### src/design/dmm_pkg.sv
`timescale 1ns / 1ps
// ----------------------------------------------------------------------------
// dmm_pkg
// Shared types and constants for the fixed-point dense matrix multiplier.
// ----------------------------------------------------------------------------
package dmm_pkg;

  // Default for the largest matrix dimension held in the element stores.
  localparam int MAX_DIM_DEF = 16;

  // Field widths fixed by the item formats.
  localparam int IDX_W   = 4;   // row and column index fields
  localparam int DIM_W   = 5;   // dimension registers
  localparam int VAL_W   = 16;  // Q8.8 element
  localparam int PROD_W  = 32;  // Q16.16 product
  localparam int RES_W   = 32;  // Q16.16 result
  localparam int ACC_W   = 36;  // exact sum of up to sixteen products
  localparam int OP_W    = 2;
  localparam int CFG_IDX_W = 2;

  // Operation codes.
  localparam logic [OP_W-1:0] OP_LOAD_A  = 2'd0;
  localparam logic [OP_W-1:0] OP_LOAD_B  = 2'd1;
  localparam logic [OP_W-1:0] OP_COMPUTE = 2'd2;

  // Configuration register indexes.
  localparam logic [CFG_IDX_W-1:0] REG_ROWS_M  = 2'd0;
  localparam logic [CFG_IDX_W-1:0] REG_INNER_K = 2'd1;
  localparam logic [CFG_IDX_W-1:0] REG_COLS_N  = 2'd2;

  // Dimension register value after reset.
  localparam logic [DIM_W-1:0] DIM_RESET = 5'd16;

  // Saturation limits of the result.
  localparam logic signed [RES_W-1:0] RES_MAX = 32'sh7FFF_FFFF;
  localparam logic signed [RES_W-1:0] RES_MIN = 32'sh8000_0000;

  // Request item.
  typedef struct packed {
    logic [OP_W-1:0]         opcode;
    logic [IDX_W-1:0]        row_index;
    logic [IDX_W-1:0]        col_index;
    logic signed [VAL_W-1:0] elem_value;
  } req_t;

  // Result item.
  typedef struct packed {
    logic [IDX_W-1:0]        out_row;
    logic [IDX_W-1:0]        out_col;
    logic signed [RES_W-1:0] out_value;
    logic                    saturated;
    logic                    last;
  } rsp_t;

  // Control that travels with each operand pair into the MAC unit.
  typedef struct packed {
    logic valid;
    logic first;
    logic last;
  } mac_ctl_t;

endpackage

### src/design/dmm_mac.sv
`timescale 1ns / 1ps
// ----------------------------------------------------------------------------
// dmm_mac
// Shared multiply-accumulate unit: one registered 16x16 product per cycle,
// an exact 36-bit accumulator and saturation of the finished sum.
// ----------------------------------------------------------------------------
module dmm_mac
  import dmm_pkg::*;
(
  input  logic                    clk,
  input  logic                    rst,
  input  mac_ctl_t                ctl,
  input  logic signed [VAL_W-1:0] a,
  input  logic signed [VAL_W-1:0] b,
  output logic signed [RES_W-1:0] sum,
  output logic                    sat,
  output logic                    done
);

  mac_ctl_t                 prod_ctl;
  logic signed [PROD_W-1:0] prod;
  logic signed [ACC_W-1:0]  acc;
  logic signed [ACC_W-1:0]  acc_next;
  logic [ACC_W-RES_W:0]     acc_top;

  // Multiply stage.
  always_ff @(posedge clk) begin
    if (rst) begin
      prod_ctl <= '0;
    end else begin
      prod_ctl <= ctl;
    end
    prod <= a * b;
  end

  // Accumulate stage; the first product of a dot product restarts the sum.
  always_comb begin
    acc_next = (prod_ctl.first ? '0 : acc)
             + {{(ACC_W-PROD_W){prod[PROD_W-1]}}, prod};
  end

  always_ff @(posedge clk) begin
    if (rst) begin
      done <= 1'b0;
    end else begin
      done <= prod_ctl.valid & prod_ctl.last;
    end
    if (prod_ctl.valid) begin
      acc <= acc_next;
    end
  end

  // The sum fits in 32 bits when its upper bits are all sign copies.
  assign acc_top = acc[ACC_W-1:RES_W-1];
  assign sat     = !((&acc_top) || !(|acc_top));

  always_comb begin
    if (!sat) begin
      sum = acc[RES_W-1:0];
    end else if (acc[ACC_W-1]) begin
      sum = RES_MIN;
    end else begin
      sum = RES_MAX;
    end
  end

endmodule

### config.mk
export PLATFORM = sky130hd
export DESIGN_NAME = dmm_mac
export DESIGN_NICKNAME = d
export VERILOG_FILES = /design/src/design/dmm_pkg.sv /design/src/design/dmm_mac.sv
export SDC_FILE = /design/constraint.sdc
export NUM_CORES = 1
export LEC_CHECK = 0
export BUFFER_PORTS_ARGS = -buffer_cell sky130_fd_sc_hd__buf_2
export CAP_MARGIN = 20
export CORE_UTILIZATION = 29
export CTS_CLUSTER_SIZE = 14
export DETAILED_ROUTE_END_ITERATION = 12
export PLACE_DENSITY = 0.49
export SYNTH_ARGS = -nofsm -noshare
export SYNTH_HDL_FRONTEND = slang
export SYNTH_SLANG_ARGS = --single-unit
### constraint.sdc
create_clock -name clk -period 6.2 [get_ports clk]
set_input_delay 0.31 -clock clk [delete_from_list [all_inputs] [get_ports clk]]
set_output_delay 0.31 -clock clk [all_outputs]
set_load 0.01 [all_outputs]
==> results of run 1 <==
[cell type report]
class / count / area share, %
Clock inverter: 4 / 0.3566
Multi-Input combinational cell: 1056 / 68.62
Timing Repair Buffer: 132 / 5.326
Tap cell: 615 / 4.874
Inverter: 319 / 7.584
Clock buffer: 12 / 1.831
Sequential cell: 72 / 11.41
[cells in the final DEF (no fill, tap or decap), types with 4 or more instances in the layout]
master	count
nand2_1	145
and2_1	128
nand4_1	4
and3_1	9
xnor2_1	49
ha_1	117
o21bai_1	12
a31oi_1	8
o211ai_1	4
o21ai_0	23
a21oi_1	50
nor2b_1	40
nor2_1	34
buf_2	70
nand3_1	14
clkbuf_16	11
a21o_1	55
nand2b_1	12
and4_1	4
or4_1	4
inv_1	319
a2111oi_0	4
dfxtp_1	36
buf_4	60
a211oi_1	6
xor2_1	19
nor3_1	5
fa_1	263
edfxtp_1	36
o21a_1	9
[routing by layer]
metal	GRT usage, %	share of wire, %
met1	20.48	50
met2	24.82	46
met3	1.405	2.7
met4	3.562	1.7
met5	0	0
[state kept, by name, indices dropped and copies added, names as in the netlist]
| signal | count |
|---|---|
| prod | 32 |
| acc | 36 |
| done | 1 |
| prod_ctl | 3 |
[how the worst min path moves through the flow]
stage,from,endpoint,slack (ns),depth (start not counted)
3_5_place_dp,prod_ctl[0]$_SDFF_PP0_,done$_SDFF_PP0_,0.41,2
5_1_grt,rst,prod_ctl[0]$_SDFF_PP0_,0.18,2
3_3_place_gp,prod_ctl[0]$_SDFF_PP0_,done$_SDFF_PP0_,0.40,2
4_1_cts,rst,done$_SDFF_PP0_,0.15,2
2_1_floorplan,rst,done$_SDFF_PP0_,0.38,1
6_report,rst,done$_SDFF_PP0_,0.16,2
[cells by family after synthesis]
kind of cell	share of synthesized area, %
AOI/OAI and AO/OA	9.863
adders and majority gates	48.04
buffers and inverters	9.836
and+or+nand+nor	15.14
DFF	12.86
xor gates and xnor gates	4.252
[stage by stage]
stage                TNS, ns  setup WS (ns)
global route               0       0.007171
finish                     0         0.3246
floorplan                  0         0.1372
detailed placement  -0.02268       -0.02268
CTS                        0         0.3313
global placement           0        0.03838
==> metrics.txt, run 1 <==
first-pass GRT wire length around 58000 µm; Final min period ~5.9 ns; Max Cap Violations 0; Ys Warns 0; max incr delay on CP about 0.54 ns; Post-CTS Hold Fix Bufs 0; post-CTS setup buffer count 0; syn_nets 1912; Post-Place Cells approximately 2200; post-route insts no fill 2210; Core Region between 40000 and 50000 µm²; Rel. slew slack 39.20%; Util after Layout between 30% and 40%; gr usage total between 10% and 20%; CP arrival 6.09 ns; First DRT Iteration DRCs between 300 and 400; outcome completed; Fillers between 4000 and 5000; Ports between 70 and 80; Wirelength per Cell 15.62 µm; main flop type after synthesis edfxtp_1; final count of pins violating max slew 0; Worst R2R End acc[35]$_DFFE_PP_; Post-synth ARST share 0%; worst slew pin tran between 0.9 and 1 ns; Setup crit end prod[31]$_DFF_P_; CTS H-tree depth 3; number of enable flip-flop cells after synthesis 36; hold slack around 0.16 ns; vias in the first global route around 11000; CP Data Required Time ~6.4 ns; Reg2Reg Launch Point prod_ctl[1]$_SDFF_PP0_; clk sink count 72; Period Utilization, post-route between 90% and 100%; Worst R2R Setup Slack around 2.2 ns; CTS max path bufs 2; crit path launch type input pin; Worst Path Class, Setup input pin to flip-flop; Starting Density 29.40%; Die W approximately 220 µm; die height 221.8 µm; Worst path most repeated cell fa_1; CP Depth 23; GPL Wtd Cong between 0.7 and 0.8; First-pass DRT Iterations 4; total congestion overflow 0; Residual DRC 0; Buf/Inv on CP 6; commonest cells in the netlist inv_1, fa_1, nand2_1, and2_1, ha_1; DR vias/cell 4.545; final net count around 2000; count leader, synth inv_1; multi-input combinational cell area 10830 µm²; RSZ-0062 raised after global routing no; die area slightly below 50000 µm²; post-cts resize count 0; CTS root buffer clkbuf_16; min-delay worst type input pin to flip-flop; Synth top area share between 30% and 40%; Yosys top cell by area fa_1; CTS tree yes; critical path cell sequence buf_2, nand2_1, inv_1, fa_1, fa_1, inv_1, fa_1, inv_1, fa_1, fa_1, inv_1, fa_1, inv_1, ha_1, a21o_1, a21o_1, a221o_1, a221o_1, a21o_1, nand4_1, nand4b_1, o31ai_1, xnor2_1; syn avg cell area about 9.4 µm²; port bufs 70; CTS Buf Count 9; Post-DRT Antenna Nets 0; count of cell types in the netlist 54; f_max 170.2 MHz; Crit path max-delay family adder cells; via count of the routed design approximately 10000; largest net degree at the start of global routing 38; post-synthesis sequential area ratio about an eighth; Synth Register Bits 72; worst r2r path cells 12; synthesized area between 10000 and 15000 µm²; Placed Area ~15000 µm²; initial antenna violation count 1; Mapped Cells 1495; Post-Layout Inst Area about 16000 µm²; critical path peak fanout 9; synth top area cells fa_1, ha_1, inv_1; FP Rows 80; Reg area around 1800 µm²; CP Launch Point b[1]; antenna diode count 0; Clock Pin Slew Worst Setup and Hold Paths around 0.060 ns; layout cell share with drive strength beyond 1 10.22%; Crit-path slowest cell fa_1; Final Hold Fails 0; Area Growth Syn to Fin 12.72%; detailed placement HPWL 29550 µm; Skew-Pair Late Insertion Delay around 0.34 ns; overall routed net length roughly 35000 µm; Worst setup EP type flip-flop; Layout Skew slightly below 0.01 ns; Setup Viol. Count Final 0
Power of run 1 is left out: the tool's default activity adds up to more than one toggle a clock period on the data nets, which glitch-free logic cannot reach.
==> run 2, diff against run 1 <==
--- a/config.mk
+++ b/config.mk
@@ -5,12 +5,12 @@
 export SDC_FILE = /design/constraint.sdc
 export NUM_CORES = 1
 export LEC_CHECK = 0
-export BUFFER_PORTS_ARGS = -buffer_cell sky130_fd_sc_hd__buf_2
 export CAP_MARGIN = 20
 export CORE_UTILIZATION = 29
 export CTS_CLUSTER_SIZE = 14
 export DETAILED_ROUTE_END_ITERATION = 12
-export PLACE_DENSITY = 0.49
+export DONT_BUFFER_PORTS = 1
+export PLACE_DENSITY = 0.48
 export SYNTH_ARGS = -nofsm -noshare
 export SYNTH_HDL_FRONTEND = slang
 export SYNTH_SLANG_ARGS = --single-unit
==> run 2 against run 1 <==
Compared with the run above:
- clock-buffer cell count down 3
- final area decreased by 5.0%
- maximum frequency increased by 4.1%
- critical path type unchanged
- sequential share of layout area rose by 0.60 points
- largest cell class unchanged
- non-clock buffer count is 120 lower
- setup slack better by 0.23 ns
==> metrics.txt, run 2 (synthesis gave the netlist of run 1 again) <==
outcome completed; setup TNS 0 ns (unchanged); RSZ-0062 raised after global routing no; Rel. slew slack 57.55% (+18 points); post-route insts no fill 2090 (-5.4%); CP arrival 5.86 ns (-0.23 ns); die area 49180 µm² (unchanged); Residual DRC 0 (unchanged); Skew-Pair Late Insertion Delay 0.34 ns (about the same); Wirelength per Cell 16.02 µm (+2.6%); Worst Path Class, Setup input pin to flip-flop; CTS max path bufs 2 (unchanged); Max Cap Violations 0 (unchanged); most frequent cells in the layout inv_1, fa_1, nand2_1; First-pass DRT Iterations 5 (+1); vias in the first global route 10460 (-5.3%); total congestion overflow 0 (unchanged); Post-Place Cells 2074 (-5.5%); commonest non-fill, non-tap cell in the layout inv_1; first-pass GRT wire length 56880 µm (-2.7%); CP Data Required Time 6.41 ns (about the same); largest registers acc (36), prod (32), prod_ctl (3); gr usage total 14.32% (-0.47 points); max FFs per register 36 (unchanged); CTS tree yes; crit path launch type input pin; post-cts resize count 0 (unchanged); largest net degree at the start of global routing 38 (unchanged); CTS Buf Count 9 (unchanged); CTS root buffer clkbuf_16; die height 221.8 µm (unchanged); antenna diode count 0 (unchanged); Layout Skew 0.01267 ns (+0.002775 ns); First DRT Iteration DRCs 399 (+9.0%); f_max 177.2 MHz (+4.1%); overall routed net length 33490 µm (-3.0%); Post-CTS Hold Fix Bufs 0 (unchanged); port bufs 0 (-100%); DR vias/cell 4.548 (about the same); Setup Viol. Count Final 0 (unchanged); layout cell share with drive strength beyond 1 2.780% (-7.4 points); final net count 1887 (-6.0%); Die W 221.8 µm (unchanged); Clock Pin Slew Worst Setup and Hold Paths 0.06 ns (about the same); Starting Density 29.40% (unchanged); Period Utilization, post-route 91.02% (-3.7 points); Worst setup EP type flip-flop; Post-DRT Antenna Nets 0 (unchanged); Final Hold Fails 0 (unchanged); initial antenna violation count 0 (-1); min-delay worst type input pin to flip-flop; critical path peak fanout 16 (+7); GPL Wtd Cong 0.8086 (+1.1%); worst slew pin tran 0.6359 ns (-0.2748 ns); Area Growth Syn to Fin 7.120%; Core Region 47650 µm² (unchanged); Ports 71 (unchanged); FP Rows 80 (unchanged); Final min period 5.643 ns (-0.2319 ns); largest reg by FF count acc; post-CTS setup buffer count 0 (unchanged); detailed placement HPWL 28300 µm (-4.3%); CTS H-tree depth 3 (unchanged); clk sink count 72 (unchanged); final count of pins violating max slew 0 (unchanged); via count of the routed design 9506 (-5.4%)
==> run 2: cell types whose count changed in the layout (fill, tap and decap cells not counted) <==
| cell | previous run | this run |
|---|---|---|
| clkinv_2 | 0 | 2 |
| clkinv_4 | 3 | 1 |
| clkbuf_8 | 1 | 0 |
| buf_4 | 60 | 12 |
| clkbuf_16 | 11 | 9 |
| buf_2 | 70 | 0 |
| clkinv_1 | 0 | 2 |
| bufinv_16 | 1 | 2 |
| buf_12 | 2 | 0 |
==> run 2: area by class of cell <==
class	count	area [µm²]
Sequential cell	72	1802
Clock inverter	7	86.33
Inverter	319	1197
Tap cell	615	769.5
Fill cell	5002	32640
Multi-Input combinational cell	1056	10830
Clock buffer	9	225.2
Timing Repair Buffer	12	90.09
==> run 2: worst paths after layout <==
check,end,cells past startpoint,start,slack [ns]
worst max-delay path,prod[31]$_DFF_P_,18,a[15],0.56
worst min-delay path,done$_SDFF_PP0_,1,rst,0.03
worst max register to register,acc[35]$_DFFE_PP_,12,prod_ctl[1]$_SDFF_PP0_,2.33
worst min register to register,done$_SDFF_PP0_,2,prod_ctl[0]$_SDFF_PP0_,0.42
==> run 2: layer usage <==
layer	GRT usage, %	wire, µm	part of all wire, %	up-vias
met4	2.263	191	0.57	0
met5	0	0	0	-
li1	-	-	-	4561
met2	23.27	14970	45	150
met1	20.55	17080	51	4779
met3	1.908	1250	3.7	16
==> run 2: through the flow <==
stage | utilization, % | hold WS [ns] | cell area, µm² | setup slack [ns]
after global routing | 31.49 | 0.02731 | 15000 | 0.1810
final | 31.49 | 0.02954 | 15000 | 0.5565
after floorplan | - | 0.3815 | 14010 | 0.1372
after detailed placement | 30.84 | 0.3839 | 14690 | 0.1437
after CTS | 31.49 | 0.01946 | 15000 | 0.5140
after global placement | 30.84 | 0.3829 | 14690 | 0.2280
==> run 2: critical path, stage by stage <==
cell and delay (ns):
and2_1 0.16, fa_1 0.69, inv_1 0.10, fa_1 0.58, fa_1 0.45, fa_1 0.57
fa_1 0.43, fa_1 0.48, inv_1 0.04, ha_1 0.35, and4_1 0.24, a221o_1 0.31
a221o_1 0.32, a21o_1 0.18, nand4_1 0.09, nand4b_1 0.14, o31ai_1 0.28, xnor2_1 0.12
Power of run 2 is left out for the same reason.
